File: src/sv/firdec_pkg.sv
// ----------------------------------------------------------------------------
// firdec_pkg
// Shared constants, register indexes and controller/datapath interface types
// for the FIR decimator.
// ----------------------------------------------------------------------------
package firdec_pkg;

    localparam int MAX_TAPS    = 32;
    localparam int SAMPLE_BITS = 16;
    localparam int COEF_BITS   = 16;

    localparam int TAP_IDX_W   = $clog2(MAX_TAPS);
    localparam int TAP_CFG_W   = 6;
    localparam int DEC_CFG_W   = 5;
    localparam int IDX_CFG_W   = 5;
    localparam int PHASE_W     = 4;
    localparam int DEC_MAX     = 16;

    localparam int PROD_W      = SAMPLE_BITS + COEF_BITS;
    localparam int ACC_W       = PROD_W + TAP_IDX_W;
    localparam int FRAC_W      = COEF_BITS - 1;

    localparam int CFG_IDX_W   = 3;
    localparam int CFG_DATA_W  = 16;
    localparam int TDATA_W     = 2 * SAMPLE_BITS;

    localparam logic [CFG_IDX_W-1:0] REG_NUM_TAPS     = 3'd0;
    localparam logic [CFG_IDX_W-1:0] REG_DECIMATION   = 3'd1;
    localparam logic [CFG_IDX_W-1:0] REG_COMPLEX_MODE = 3'd2;
    localparam logic [CFG_IDX_W-1:0] REG_COEF_INDEX   = 3'd3;
    localparam logic [CFG_IDX_W-1:0] REG_COEF_VALUE   = 3'd4;

    typedef logic signed [SAMPLE_BITS-1:0] sample_t;
    typedef logic signed [COEF_BITS-1:0]   coef_t;

    typedef struct packed {
        logic                 shift;
        logic                 acc_clear;
        logic                 mul_en;
        logic                 acc_en;
        logic                 load_out;
        logic [TAP_IDX_W-1:0] tap;
    } dp_cmd_t;

    typedef struct packed {
        logic [TAP_IDX_W-1:0] taps_last;
        logic [DEC_CFG_W-1:0] dec_eff;
        logic                 out_free;
    } dp_stat_t;

endpackage

File: src/sv/firdec_ctrl.sv
// ----------------------------------------------------------------------------
// firdec_ctrl
// Sequencer: takes input items, tracks the decimation phase and walks the
// shared multiply-accumulate over the active taps.
// ----------------------------------------------------------------------------
module firdec_ctrl
(
    input  logic                clk,
    input  logic                rst_n,
    input  logic                s_axis_tvalid,
    output logic                s_axis_tready,
    input  firdec_pkg::dp_stat_t stat,
    output firdec_pkg::dp_cmd_t  cmd
);
    import firdec_pkg::*;

    localparam logic [1:0] ST_IDLE  = 2'd0;
    localparam logic [1:0] ST_MAC   = 2'd1;
    localparam logic [1:0] ST_DRAIN = 2'd2;
    localparam logic [1:0] ST_DONE  = 2'd3;

    logic [1:0]           state_reg, state_next;
    logic [PHASE_W-1:0]   phase_reg, phase_next;
    logic [TAP_IDX_W-1:0] tap_reg, tap_next;
    logic                 pend_reg;
    logic [DEC_CFG_W-1:0] phase_inc;
    logic                 accept;

    assign s_axis_tready = (state_reg == ST_IDLE);
    assign accept        = s_axis_tvalid && s_axis_tready;
    assign phase_inc     = DEC_CFG_W'(phase_reg) + 1'b1;

    always_comb
    begin
        state_next    = state_reg;
        phase_next    = phase_reg;
        tap_next      = tap_reg;
        cmd.shift     = 1'b0;
        cmd.acc_clear = 1'b0;
        cmd.mul_en    = 1'b0;
        cmd.acc_en    = pend_reg;
        cmd.load_out  = 1'b0;
        cmd.tap       = tap_reg;
        case (state_reg)
            ST_IDLE:
            begin
                if (accept)
                begin
                    cmd.shift  = 1'b1;
                    phase_next = (phase_inc >= stat.dec_eff) ? '0 : phase_inc[PHASE_W-1:0];
                    if (phase_reg == '0)
                    begin
                        cmd.acc_clear = 1'b1;
                        tap_next      = '0;
                        state_next    = ST_MAC;
                    end
                end
            end
            ST_MAC:
            begin
                cmd.mul_en = 1'b1;
                if (tap_reg == stat.taps_last)
                    state_next = ST_DRAIN;
                else
                    tap_next = tap_reg + 1'b1;
            end
            ST_DRAIN:
            begin
                state_next = ST_DONE;
            end
            ST_DONE:
            begin
                if (stat.out_free)
                begin
                    cmd.load_out = 1'b1;
                    state_next   = ST_IDLE;
                end
            end
            default:
            begin
                state_next = ST_IDLE;
            end
        endcase
    end

    always_ff @(posedge clk or negedge rst_n)
    begin
        if (!rst_n)
        begin
            state_reg <= ST_IDLE;
            phase_reg <= '0;
            tap_reg   <= '0;
            pend_reg  <= 1'b0;
        end
        else
        begin
            state_reg <= state_next;
            phase_reg <= phase_next;
            tap_reg   <= tap_next;
            pend_reg  <= cmd.mul_en;
        end
    end

endmodule

File: src/sv/firdec_datapath.sv
// ----------------------------------------------------------------------------
// firdec_datapath
// Configuration registers, delay lines, coefficient table, shared MAC,
// rounding/saturation and the output register.
// ----------------------------------------------------------------------------
module firdec_datapath
(
    input  logic                                  clk,
    input  logic                                  rst_n,
    input  logic                                  cfg_we,
    input  logic [firdec_pkg::CFG_IDX_W-1:0]      cfg_idx,
    input  logic [firdec_pkg::CFG_DATA_W-1:0]     cfg_wdata,
    input  logic [firdec_pkg::TDATA_W-1:0]        s_axis_tdata,
    output logic                                  m_axis_tvalid,
    input  logic                                  m_axis_tready,
    output logic [firdec_pkg::TDATA_W-1:0]        m_axis_tdata,
    output logic [0:0]                            m_axis_tuser,
    input  firdec_pkg::dp_cmd_t                   cmd,
    output firdec_pkg::dp_stat_t                  stat
);
    import firdec_pkg::*;

    localparam int Q_W = ACC_W - FRAC_W + 1;
    localparam logic signed [Q_W-1:0] Q_HI = Q_W'((1 << (SAMPLE_BITS - 1)) - 1);
    localparam logic signed [Q_W-1:0] Q_LO = -Q_HI - 1;

    logic [TAP_CFG_W-1:0] num_taps_reg;
    logic [DEC_CFG_W-1:0] decimation_reg;
    logic                 complex_mode_reg;
    logic [IDX_CFG_W-1:0] coef_index_reg;

    sample_t hist_re_reg [MAX_TAPS];
    sample_t hist_im_reg [MAX_TAPS];
    coef_t   coef_reg    [MAX_TAPS];

    logic signed [PROD_W-1:0] prod_re_reg, prod_im_reg;
    logic signed [ACC_W-1:0]  acc_re_reg, acc_im_reg;

    sample_t              out_re_reg, out_im_reg;
    logic                 clip_reg;
    logic                 out_valid_reg;

    sample_t              in_re, in_im;
    logic [TAP_IDX_W-1:0] coef_addr;
    logic [SAMPLE_BITS:0] fin_re, fin_im;

    function automatic logic [SAMPLE_BITS:0] finish_fn(input logic signed [ACC_W-1:0] acc);
        logic signed [Q_W-1:0] q;
        logic                  clip;
        q = $signed({acc[ACC_W-1], acc[ACC_W-1:FRAC_W]})
            + $signed({{(Q_W-1){1'b0}}, acc[FRAC_W-1]});
        clip = 1'b0;
        if (q > Q_HI)
        begin
            q    = Q_HI;
            clip = 1'b1;
        end
        if (q < Q_LO)
        begin
            q    = Q_LO;
            clip = 1'b1;
        end
        return {clip, q[SAMPLE_BITS-1:0]};
    endfunction

    assign in_re = s_axis_tdata[SAMPLE_BITS-1:0];
    assign in_im = complex_mode_reg ? s_axis_tdata[TDATA_W-1:SAMPLE_BITS] : '0;

    always_comb
    begin
        if (num_taps_reg == '0)
            stat.taps_last = '0;
        else if (int'(num_taps_reg) >= MAX_TAPS)
            stat.taps_last = TAP_IDX_W'(MAX_TAPS - 1);
        else
            stat.taps_last = TAP_IDX_W'(num_taps_reg - 1'b1);

        if (decimation_reg == '0)
            stat.dec_eff = DEC_CFG_W'(1);
        else if (int'(decimation_reg) > DEC_MAX)
            stat.dec_eff = DEC_CFG_W'(DEC_MAX);
        else
            stat.dec_eff = decimation_reg;

        stat.out_free = !out_valid_reg || m_axis_tready;
    end

    assign coef_addr     = stat.taps_last - cmd.tap;
    assign fin_re        = finish_fn(acc_re_reg);
    assign fin_im        = finish_fn(acc_im_reg);

    // config registers and coefficient table
    always_ff @(posedge clk or negedge rst_n)
    begin
        if (!rst_n)
        begin
            num_taps_reg     <= TAP_CFG_W'(1);
            decimation_reg   <= DEC_CFG_W'(1);
            complex_mode_reg <= 1'b0;
            coef_index_reg   <= '0;
            for (int i = 0; i < MAX_TAPS; i++)
                coef_reg[i] <= '0;
        end
        else if (cfg_we)
        begin
            case (cfg_idx)
                REG_NUM_TAPS:     num_taps_reg     <= cfg_wdata[TAP_CFG_W-1:0];
                REG_DECIMATION:   decimation_reg   <= cfg_wdata[DEC_CFG_W-1:0];
                REG_COMPLEX_MODE: complex_mode_reg <= cfg_wdata[0];
                REG_COEF_INDEX:   coef_index_reg   <= cfg_wdata[IDX_CFG_W-1:0];
                REG_COEF_VALUE:
                begin
                    if (int'(coef_index_reg) < MAX_TAPS)
                        coef_reg[TAP_IDX_W'(coef_index_reg)] <= cfg_wdata[COEF_BITS-1:0];
                end
                default:
                begin
                end
            endcase
        end
    end

    // delay lines, age 0 is the newest item
    always_ff @(posedge clk or negedge rst_n)
    begin
        if (!rst_n)
        begin
            for (int i = 0; i < MAX_TAPS; i++)
            begin
                hist_re_reg[i] <= '0;
                hist_im_reg[i] <= '0;
            end
        end
        else if (cmd.shift)
        begin
            hist_re_reg[0] <= in_re;
            hist_im_reg[0] <= in_im;
            for (int i = 1; i < MAX_TAPS; i++)
            begin
                hist_re_reg[i] <= hist_re_reg[i-1];
                hist_im_reg[i] <= hist_im_reg[i-1];
            end
        end
    end

    // MAC: product stage, then accumulate
    always_ff @(posedge clk)
    begin
        if (cmd.mul_en)
        begin
            prod_re_reg <= hist_re_reg[cmd.tap] * coef_reg[coef_addr];
            prod_im_reg <= hist_im_reg[cmd.tap] * coef_reg[coef_addr];
        end
        if (cmd.acc_clear)
        begin
            acc_re_reg <= '0;
            acc_im_reg <= '0;
        end
        else if (cmd.acc_en)
        begin
            acc_re_reg <= acc_re_reg + ACC_W'(prod_re_reg);
            acc_im_reg <= acc_im_reg + ACC_W'(prod_im_reg);
        end
        if (cmd.load_out)
        begin
            out_re_reg <= fin_re[SAMPLE_BITS-1:0];
            out_im_reg <= complex_mode_reg ? fin_im[SAMPLE_BITS-1:0] : '0;
            clip_reg   <= fin_re[SAMPLE_BITS] || (complex_mode_reg && fin_im[SAMPLE_BITS]);
        end
    end

    always_ff @(posedge clk or negedge rst_n)
    begin
        if (!rst_n)
            out_valid_reg <= 1'b0;
        else if (cmd.load_out)
            out_valid_reg <= 1'b1;
        else if (m_axis_tready)
            out_valid_reg <= 1'b0;
    end

    assign m_axis_tvalid = out_valid_reg;
    assign m_axis_tdata  = {out_im_reg, out_re_reg};
    assign m_axis_tuser  = clip_reg;

endmodule

File: src/sv/fir_decimator_top.sv
// ----------------------------------------------------------------------------
// fir_decimator_top
// FIR decimation filter, real or complex samples, real Q1.15 coefficients.
//
//   channel   direction  handshake              payload
//   cfg       in         cfg_we                 cfg_idx, cfg_wdata
//   s_axis    in         s_axis_tvalid/tready   tdata: sample_re, sample_im
//   m_axis    out        m_axis_tvalid/tready   tdata: out_re, out_im; tuser: clipped
//
// An item that yields no result only shifts into the delay lines; an item that
// yields one starts a pass over the active taps (zero counts as one, capped
// at 32): one shared multiply-accumulate walks the taps one per cycle, then a
// drain state and a done state that rounds the sum into the output register.
// Reset clears delay lines and coefficient table at once; no clearing pass.
// A result waiting on m_axis does not block the next input item; a new sum
// waits in place, with the input stalled, until the output register frees.
// ----------------------------------------------------------------------------
module fir_decimator_top
(
    input  logic                              clk,
    input  logic                              rst_n,
    input  logic                              cfg_we,
    input  logic [firdec_pkg::CFG_IDX_W-1:0]  cfg_idx,
    input  logic [firdec_pkg::CFG_DATA_W-1:0] cfg_wdata,
    input  logic                              s_axis_tvalid,
    output logic                              s_axis_tready,
    input  logic [firdec_pkg::TDATA_W-1:0]    s_axis_tdata,  // sample_re, sample_im
    output logic                              m_axis_tvalid,
    input  logic                              m_axis_tready,
    output logic [firdec_pkg::TDATA_W-1:0]    m_axis_tdata,  // out_re, out_im
    output logic [0:0]                        m_axis_tuser   // clipped
);
    import firdec_pkg::*;

    dp_cmd_t  cmd;
    dp_stat_t stat;

    firdec_ctrl u_ctrl
    (
        .clk           (clk),
        .rst_n         (rst_n),
        .s_axis_tvalid (s_axis_tvalid),
        .s_axis_tready (s_axis_tready),
        .stat          (stat),
        .cmd           (cmd)
    );

    firdec_datapath u_datapath
    (
        .clk           (clk),
        .rst_n         (rst_n),
        .cfg_we        (cfg_we),
        .cfg_idx       (cfg_idx),
        .cfg_wdata     (cfg_wdata),
        .s_axis_tdata  (s_axis_tdata),
        .m_axis_tvalid (m_axis_tvalid),
        .m_axis_tready (m_axis_tready),
        .m_axis_tdata  (m_axis_tdata),
        .m_axis_tuser  (m_axis_tuser),
        .cmd           (cmd),
        .stat          (stat)
    );

endmodule

File: config.mk
export PLATFORM = sky130hd
export DESIGN_NAME = fir_decimator_top
export DESIGN_NICKNAME = d
export VERILOG_FILES = /design/src/sv/firdec_pkg.sv /design/src/sv/firdec_ctrl.sv /design/src/sv/firdec_datapath.sv /design/src/sv/fir_decimator_top.sv
export SDC_FILE = /design/constraint.sdc
export NUM_CORES = 2
export LEC_CHECK = 0
export BUFFER_PORTS_ARGS = -buffer_cell sky130_fd_sc_hd__buf_4
export CAP_MARGIN = 20
export CORE_MARGIN = 8
export CORE_UTILIZATION = 45
export DETAILED_ROUTE_END_ITERATION = 10
export PLACE_DENSITY = 0.62
export SKIP_LAST_GASP = 1
export SYNTH_ARGS = -nofsm -noshare
export SYNTH_HDL_FRONTEND = slang
export SYNTH_SLANG_ARGS = --single-unit
File: constraint.sdc
create_clock -name clk -period 16.8 [get_ports clk]
set_input_delay 3.36 -clock clk [delete_from_list [all_inputs] [get_ports clk]]
set_output_delay 3.36 -clock clk [all_outputs]
set_load 0.005 [all_outputs]
Word-level counts from Yosys, hierarchy flattened
Cells that the tools add are included.
{"block": "op_classes", "n_mul": 2, "order_cmp": 11, "mux": 42, "n_eq_ne": 13, "addsub": 8, "bitwise_logic": 4, "reduce_logical": 22}
{"cell": "bitwise mux 512 bit", "count": 1}
{"cell": "binary-select mux 16 bit (select 5 bit)", "count": 3}
{"cell": "two-way mux 16 bit", "count": 9}
{"cell": "demux 16 bit (select 5 bit)", "count": 1}
{"cell": "adder 37 x 32 -> 37 bit", "count": 2}
{"cell": "multiplier 16 x 16 -> 32 bit", "count": 2}
{"cell": "adder 22 x 2 -> 23 bit", "count": 2}
{"cell": "> comparator 23 x 16 -> 1 bit, second input constant", "count": 2}
{"cell": "less-than comparator 23 x 16 -> 1 bit, second input constant", "count": 2}
{"cell": "two-way mux 23 bit", "count": 2}
{"cell": "two-way mux 5 bit", "count": 7}
{"cell": ">= comparator 6 bit, second input constant", "count": 4}
{"cell": "NOT 5 -> 6 bit", "count": 3}
{"cell": "two-way mux 2 bit", "count": 6}
{"cell": "AND reduction 2 bit", "count": 6}
{"cell": "two-way mux 1 bit", "count": 10}
{"cell": "one-hot mux 5 bit (2 select lines)", "count": 1}
{"cell": "inequality test 2 bit, second input constant", "count": 4}
{"cell": "one-hot mux 2 bit (4 select lines)", "count": 1}
{"cell": "AND reduction 4 bit", "count": 2}
{"cell": "== test 3 x 2 -> 1 bit, second input constant", "count": 2}
{"cell": "logical NOT 6 bit", "count": 1}
{"cell": "less-than comparator 6 x 1 -> 1 bit, second input constant", "count": 1}
{"cell": "adder 4 x 1 -> 5 bit, second input constant", "count": 1}
{"cell": "22 further kinds", "count": 27}
{"block": "word_totals", "reg_bits": 1737, "out_inout_bits": 35, "inputBits": 56, "elab_cells": 215}

Depth between registers and ports, before layout
{"block": "logic_depth", "depth_word": 9, "depth_mapped": 41, "mapped_depth_nobuf": 37}

Hierarchy
Synthesis repeated with hierarchy kept, for this count alone.
{"block": "hier_totals", "cells_unflattened": 7461, "area_unflattened_um2": 100532.7}
{"mod": "firdec_datapath", "n_inst": 1, "area_per_inst_um2": 99609.3, "cells_per_inst": 7360, "seq_area_each_um2": 43284.0}
{"mod": "firdec_ctrl", "n_inst": 1, "area_per_inst_um2": 923.4, "cells_per_inst": 101, "seq_area_each_um2": 300.3}

Least setup slack after synthesis
Ideal clock, no wire load.
{"block": "synth_timing", "path_type": "register to register", "start": "register u_datapath.num_taps_reg[0]", "end": "register u_datapath.prod_re_reg[31], data pin", "slack_ps": 7196, "t_arrival_ps": 9344, "required_ps": 16540, "setup_ps": 260, "period_less_slack_ps": 9604, "path_stages_with_launch": 39, "path_buffers": 5, "path_cell_list": "dfstp_2 -> inv_1 -> ha_1 -> nand2b_1 -> nor3_1 -> nor2_1 -> nor2_1 -> ha_1 -> fa_1 -> buf_2 -> buf_2 -> clkbuf_1 -> mux4_2 -> mux4_2 -> mux2i_2 -> buf_6 -> buf_6 -> nor2_4 -> [3 not listed] -> fa_1 -> inv_1 -> fa_1 -> fa_1 -> inv_1 -> fa_1 -> inv_1 -> ha_1 -> nand4_1 -> or2_2 -> or3_1 -> o22a_1 -> a21oi_1 -> a21oi_1 -> a21oi_1 -> o21a_1 -> nor2_1 -> xnor2_1"}
{"block": "synth_between", "elab_chain_cells": 9, "word_cells_on_any_way": 11, "classes_between": "add/sub: 2; mul: 1; order compare: 1; mux: 5; bitwise: 1; reduce/logical: 1"}
{"item": "start, declared", "line": "firdec_datapath.sv:27", "source": "logic [TAP_CFG_W-1:0] num_taps_reg;"}
{"item": "start signal, assigned", "line": "firdec_datapath.sv:107", "source": "REG_NUM_TAPS: num_taps_reg <= cfg_wdata[TAP_CFG_W-1:0];"}
{"item": "subtractor 5 x 1 -> 5 bit / >= comparator 6 bit (equally long branches)", "line": "firdec_datapath.sv:76, firdec_datapath.sv:73"}
{"item": "two-way mux 5 bit", "line": "firdec_datapath.sv:73", "source": "else if (int'(num_taps_reg) >= MAX_TAPS)"}
{"item": "two-way mux 5 bit (*)", "line": "firdec_datapath.sv:71", "source": "if (num_taps_reg == '0)"}
{"item": "subtractor 5 bit (*)", "line": "firdec_datapath.sv:88", "source": "assign coef_addr = stat.taps_last - cmd.tap;"}
{"item": "NOT 5 -> 6 bit (not written as such) (*)", "line": "firdec_datapath.sv:151", "source": "prod_re_reg <= hist_re_reg[cmd.tap] * coef_reg[coef_addr];"}
{"item": "binary-select mux 16 bit (select 5 bit) (*)", "line": "firdec_datapath.sv:151"}
{"item": "two-way mux 16 bit (not written as such) (*) (2 in series)", "line": "firdec_datapath.sv:151"}
{"item": "multiplier 16 x 16 -> 32 bit (*)", "line": "firdec_datapath.sv:151"}
{"item": "end signal, assigned", "line": "firdec_datapath.sv:151"}
{"item": "end, declared", "line": "firdec_datapath.sv:36", "source": "logic signed [PROD_W-1:0] prod_re_reg, prod_im_reg;"}
Every way passes the cells marked *; elsewhere a longest branch is shown, timed or not. The select of a mux whose other input is x is not followed.
A chain may end at the register's enable or synchronous reset.

Worst setup path after layout
Ends and elaborated chain as after synthesis.

==> out/metrics.csv <==
stage;metric;value;unit
synthesis;ys async rst share;0.902;
timing;final hold vios;0;
global_routing;initial antenna violation count;8;
global_routing;grt ovf;0;
global_routing;largest net degree at the start of global routing;185;
timing;relative slew slack;0.220;
placement;placed cell area;103000;um^2
hold_path;min-delay worst type;flip-flop to flip-flop;
clock_tree;CTS Buffer Depth;3;
finish;most frequent cells in the layout;dfrtp_1, mux2_2, inv_1;
power_and_ir_drop;worst vdd ir;0.189;mV
clock_tree;worst-skew pair later-pin latency;0.83;ns
finish;fill cell count;19000;
timing;Final setup viols;0;
floorplanning;Initial Util;0.451;
clock_tree;Reg clk slew, reported paths;0.06;ns
timing;final-report max-slew violation count;0;
clock_tree;Hold Buf Count CTS;0;
floorplanning;die extent in y;487;um
power_and_ir_drop;Power Total;20.7;mW
clock_tree;CTS tree;yes;
synthesis;Post-Syn Nets;8229;
routing;Routed Antenna Nets;0;
timing;Tmin final;11.56;ns
flow_run;MaxCap Viol Count;0;
synthesis;Post-Synthesis Cells;7388;
floorplanning;row count;173;
synthesis;Syn Area/Cell;13.5;um^2
timing;final worst path period share;0.688;
finish;multi-input logic area;52100;um^2
worst_setup_path;Crit Path Max Fanout;38;
global_routing;vias in the first global route;62800;
routing;drt total wl;218;mm
worst_setup_path;Crit-path slowest cell;fa_4;
worst_setup_path;crit-path most repeated cell;inv_1;
finish;Layout Cells excl Fill;10500;
synthesis;Seq/Total Area, Yosys;0.437;
timing;setup TNS;0;ns
synthesis;Netlist cell types;88;
worst_setup_path;Worst Reg2Reg Path Length in Cells;37;
worst_setup_path;CP peak stage delay;1.30;ns
synthesis;Post-synth EDFFs;97;
routing;routed vias;57900;
finish;share of layout cells above drive strength 1;0.345;
timing;fmax;86.5;MHz
synthesis;synth warn;0;
synthesis;largest cells by area after synthesis;dfrtp_1, mux2_2, mux4_2, fa_1, ha_1;
finish;leading cell type in the layout, fill and taps excluded;dfrtp_1;
placement;placed instance count;10100;
worst_setup_path;WP data required;17.34;ns
floorplanning;Ports;91;
floorplanning;Core ar.;221000;um^2
routing;drt wl/cell;20.8;um
worst_setup_path;CP Data Arrival Time;12.10;ns
placement;Port Buf Inserts;90;
worst_setup_path;Setup CP Type;flip-flop to flip-flop;
global_routing;global-route wire length before repair;356;mm
finish;Area Overhead vs Synth;9.85;%
synthesis;flops & latches, synth;1737;
finish;Final Cell Area;110000;um^2
clock_tree;Setup Buffers After CTS;0;
finish;Storage cell area;43600;um^2
power_and_ir_drop;pwr/cell area;189;nW/um^2
placement;HPWL after detailed placement;144;mm
finish;Layout Nets;8200;
synthesis;cell type with the largest total area after synthesis;dfrtp_1;
timing;final setup skew;0.0559;ns
power_and_ir_drop;P_leak;52.0;nW
routing;# DRC;0;
synthesis;Mapped Area;99800;um^2
clock_tree;Num CTS Buffers;184;
timing;RSZ-0062 raised after global routing;no;
clock_tree;Max H-tree Level;4;
clock_tree;Clock Sinks;1737;
worst_setup_path;Worst Setup End Kind;flip-flop;
worst_setup_path;Startpoint Class;flip-flop;
synthesis;Synth top area share;0.392;
routing;Avg Vias per Cell;5.53;
placement;Placer Congestion;0.848;
timing;Tightest Pin Transition;1.16;ns
synthesis;ys flop type;dfrtp_1;
global_routing;GR Util All Layers;0.186;
floorplanning;die area;237000;um^2
hold_path;Hold Path Depth;2;
clock_tree;Resized cells post-CTS;0;
routing;DRT iter0 DRCs;3377;
run_status;status;finished clean;
floorplanning;Die W;487;um
routing;TritonRoute pass-1 iters;8;
clock_tree;Root Buffer Master;clkbuf_16;
## synthesized netlist by cell type, drive strengths merged, types with 4 or more instances
| cell type | instances |
|---|---|
| a211oi | 25 |
| a21boi | 7 |
| a21o | 54 |
| a21oi | 139 |
| a31oi | 27 |
| and2 | 9 |
| and3 | 22 |
| and4 | 5 |
| buf | 141 |
| clkbuf | 274 |
| dfrtp | 1564 |
| dfxtp | 74 |
| edfxtp | 97 |
| fa | 529 |
| ha | 256 |
| inv | 667 |
| mux2 | 1550 |
| mux2i | 78 |
| mux4 | 480 |
| nand2 | 330 |
| nand2b | 47 |
| nand3 | 41 |
| nand4 | 25 |
| nor2 | 471 |
| nor2b | 29 |
| nor3 | 30 |
| nor3b | 10 |
| nor4 | 4 |
| o21a | 23 |
| o21ai | 114 |
| o21ba | 4 |
| o21bai | 10 |
| o22ai | 5 |
| o311ai | 4 |
| o31a | 4 |
| o31ai | 9 |
| or2 | 12 |
| or3 | 10 |
| xnor2 | 101 |
| xor2 | 61 |
## final timing paths
check,startpoint,endpoint,slack [ns]
worst max-delay path,u_datapath.num_taps_reg[0],u_datapath.prod_re_reg[31],5.24
worst min-delay path,u_datapath.acc_im_reg[4],u_datapath.acc_im_reg[4],0.47
worst max register to register,u_datapath.num_taps_reg[0],u_datapath.prod_re_reg[31],5.24
worst min register to register,u_datapath.acc_im_reg[4],u_datapath.acc_im_reg[4],0.47
max in group asynchronous,rst_n,u_datapath.coef_reg[229],10.93
min in group asynchronous,rst_n,u_datapath.hist_im_reg[323],2.52
## routing by layer
layer	vias up	GRT usage	wire length, um
li1	25700	-	-
met1	30700	0.256	97600
met2	1086	0.307	105000
met3	383	0.0283	9090
met4	6	0.0533	6140
met5	-	0	38
## cell type report
class	count	share of cell area
sequential	1737	0.398
tap	2975	0.0340
antenna	1	0.0000228
multi-input combinational	4569	0.475
timing repair buffer	200	0.0155
clock buffer	262	0.0481
clock inverter	63	0.00669
inverter	667	0.0229
## worst max-delay path, delay by kind of cell, from the launching register on
kind | cells | cell delay (ns)
AOI/OAI and AO/OA | 5 | 1.13
xor gates and xnor gates | 1 | 0.11
adders and majority gates | 10 | 5.03
buffers and inverters | 9 | 1.73
DFF | 1 | 0.54
muxes | 3 | 1.23
and+or+nand+nor | 9 | 1.43
## per-stage QoR
| step | hold WS (ns) | setup slack (ns) | util |
|---|---|---|---|
| 4_1_cts | 0.469 | 5.10 | 0.494 |
| 5_1_grt | 0.505 | 4.75 | 0.495 |
| 2_1_floorplan | 0.445 | 7.20 | - |
| 3_3_place_gp | 0.455 | 5.26 | 0.467 |
| 3_5_place_dp | 0.460 | 5.14 | 0.467 |
| 6_report | 0.473 | 5.24 | 0.495 |
## power by group
part	leakage [nW]	switching [mW]	internal [mW]
combinational	26.3	6.11	4.59
clock	2.96	1.71	2.31
sequential	22.8	0.664	5.28
## kinds of logic (layout without fill, tap and decap cells)
kind of cell / after synthesis / after routing / share of synthesized area
adders and majority gates: 785 / 785 / 0.138
muxes: 2108 / 2108 / 0.292
xor gates and xnor gates: 162 / 162 / 0.0145
buffers and inverters: 1082 / 1192 / 0.0433
AOI/OAI and AO/OA: 456 / 456 / 0.0286
and+or+nand+nor: 1058 / 1058 / 0.0465
other: 0 / 1 / 0
DFF: 1737 / 1737 / 0.437
Note: power is estimated with default switching activity, not from simulation.
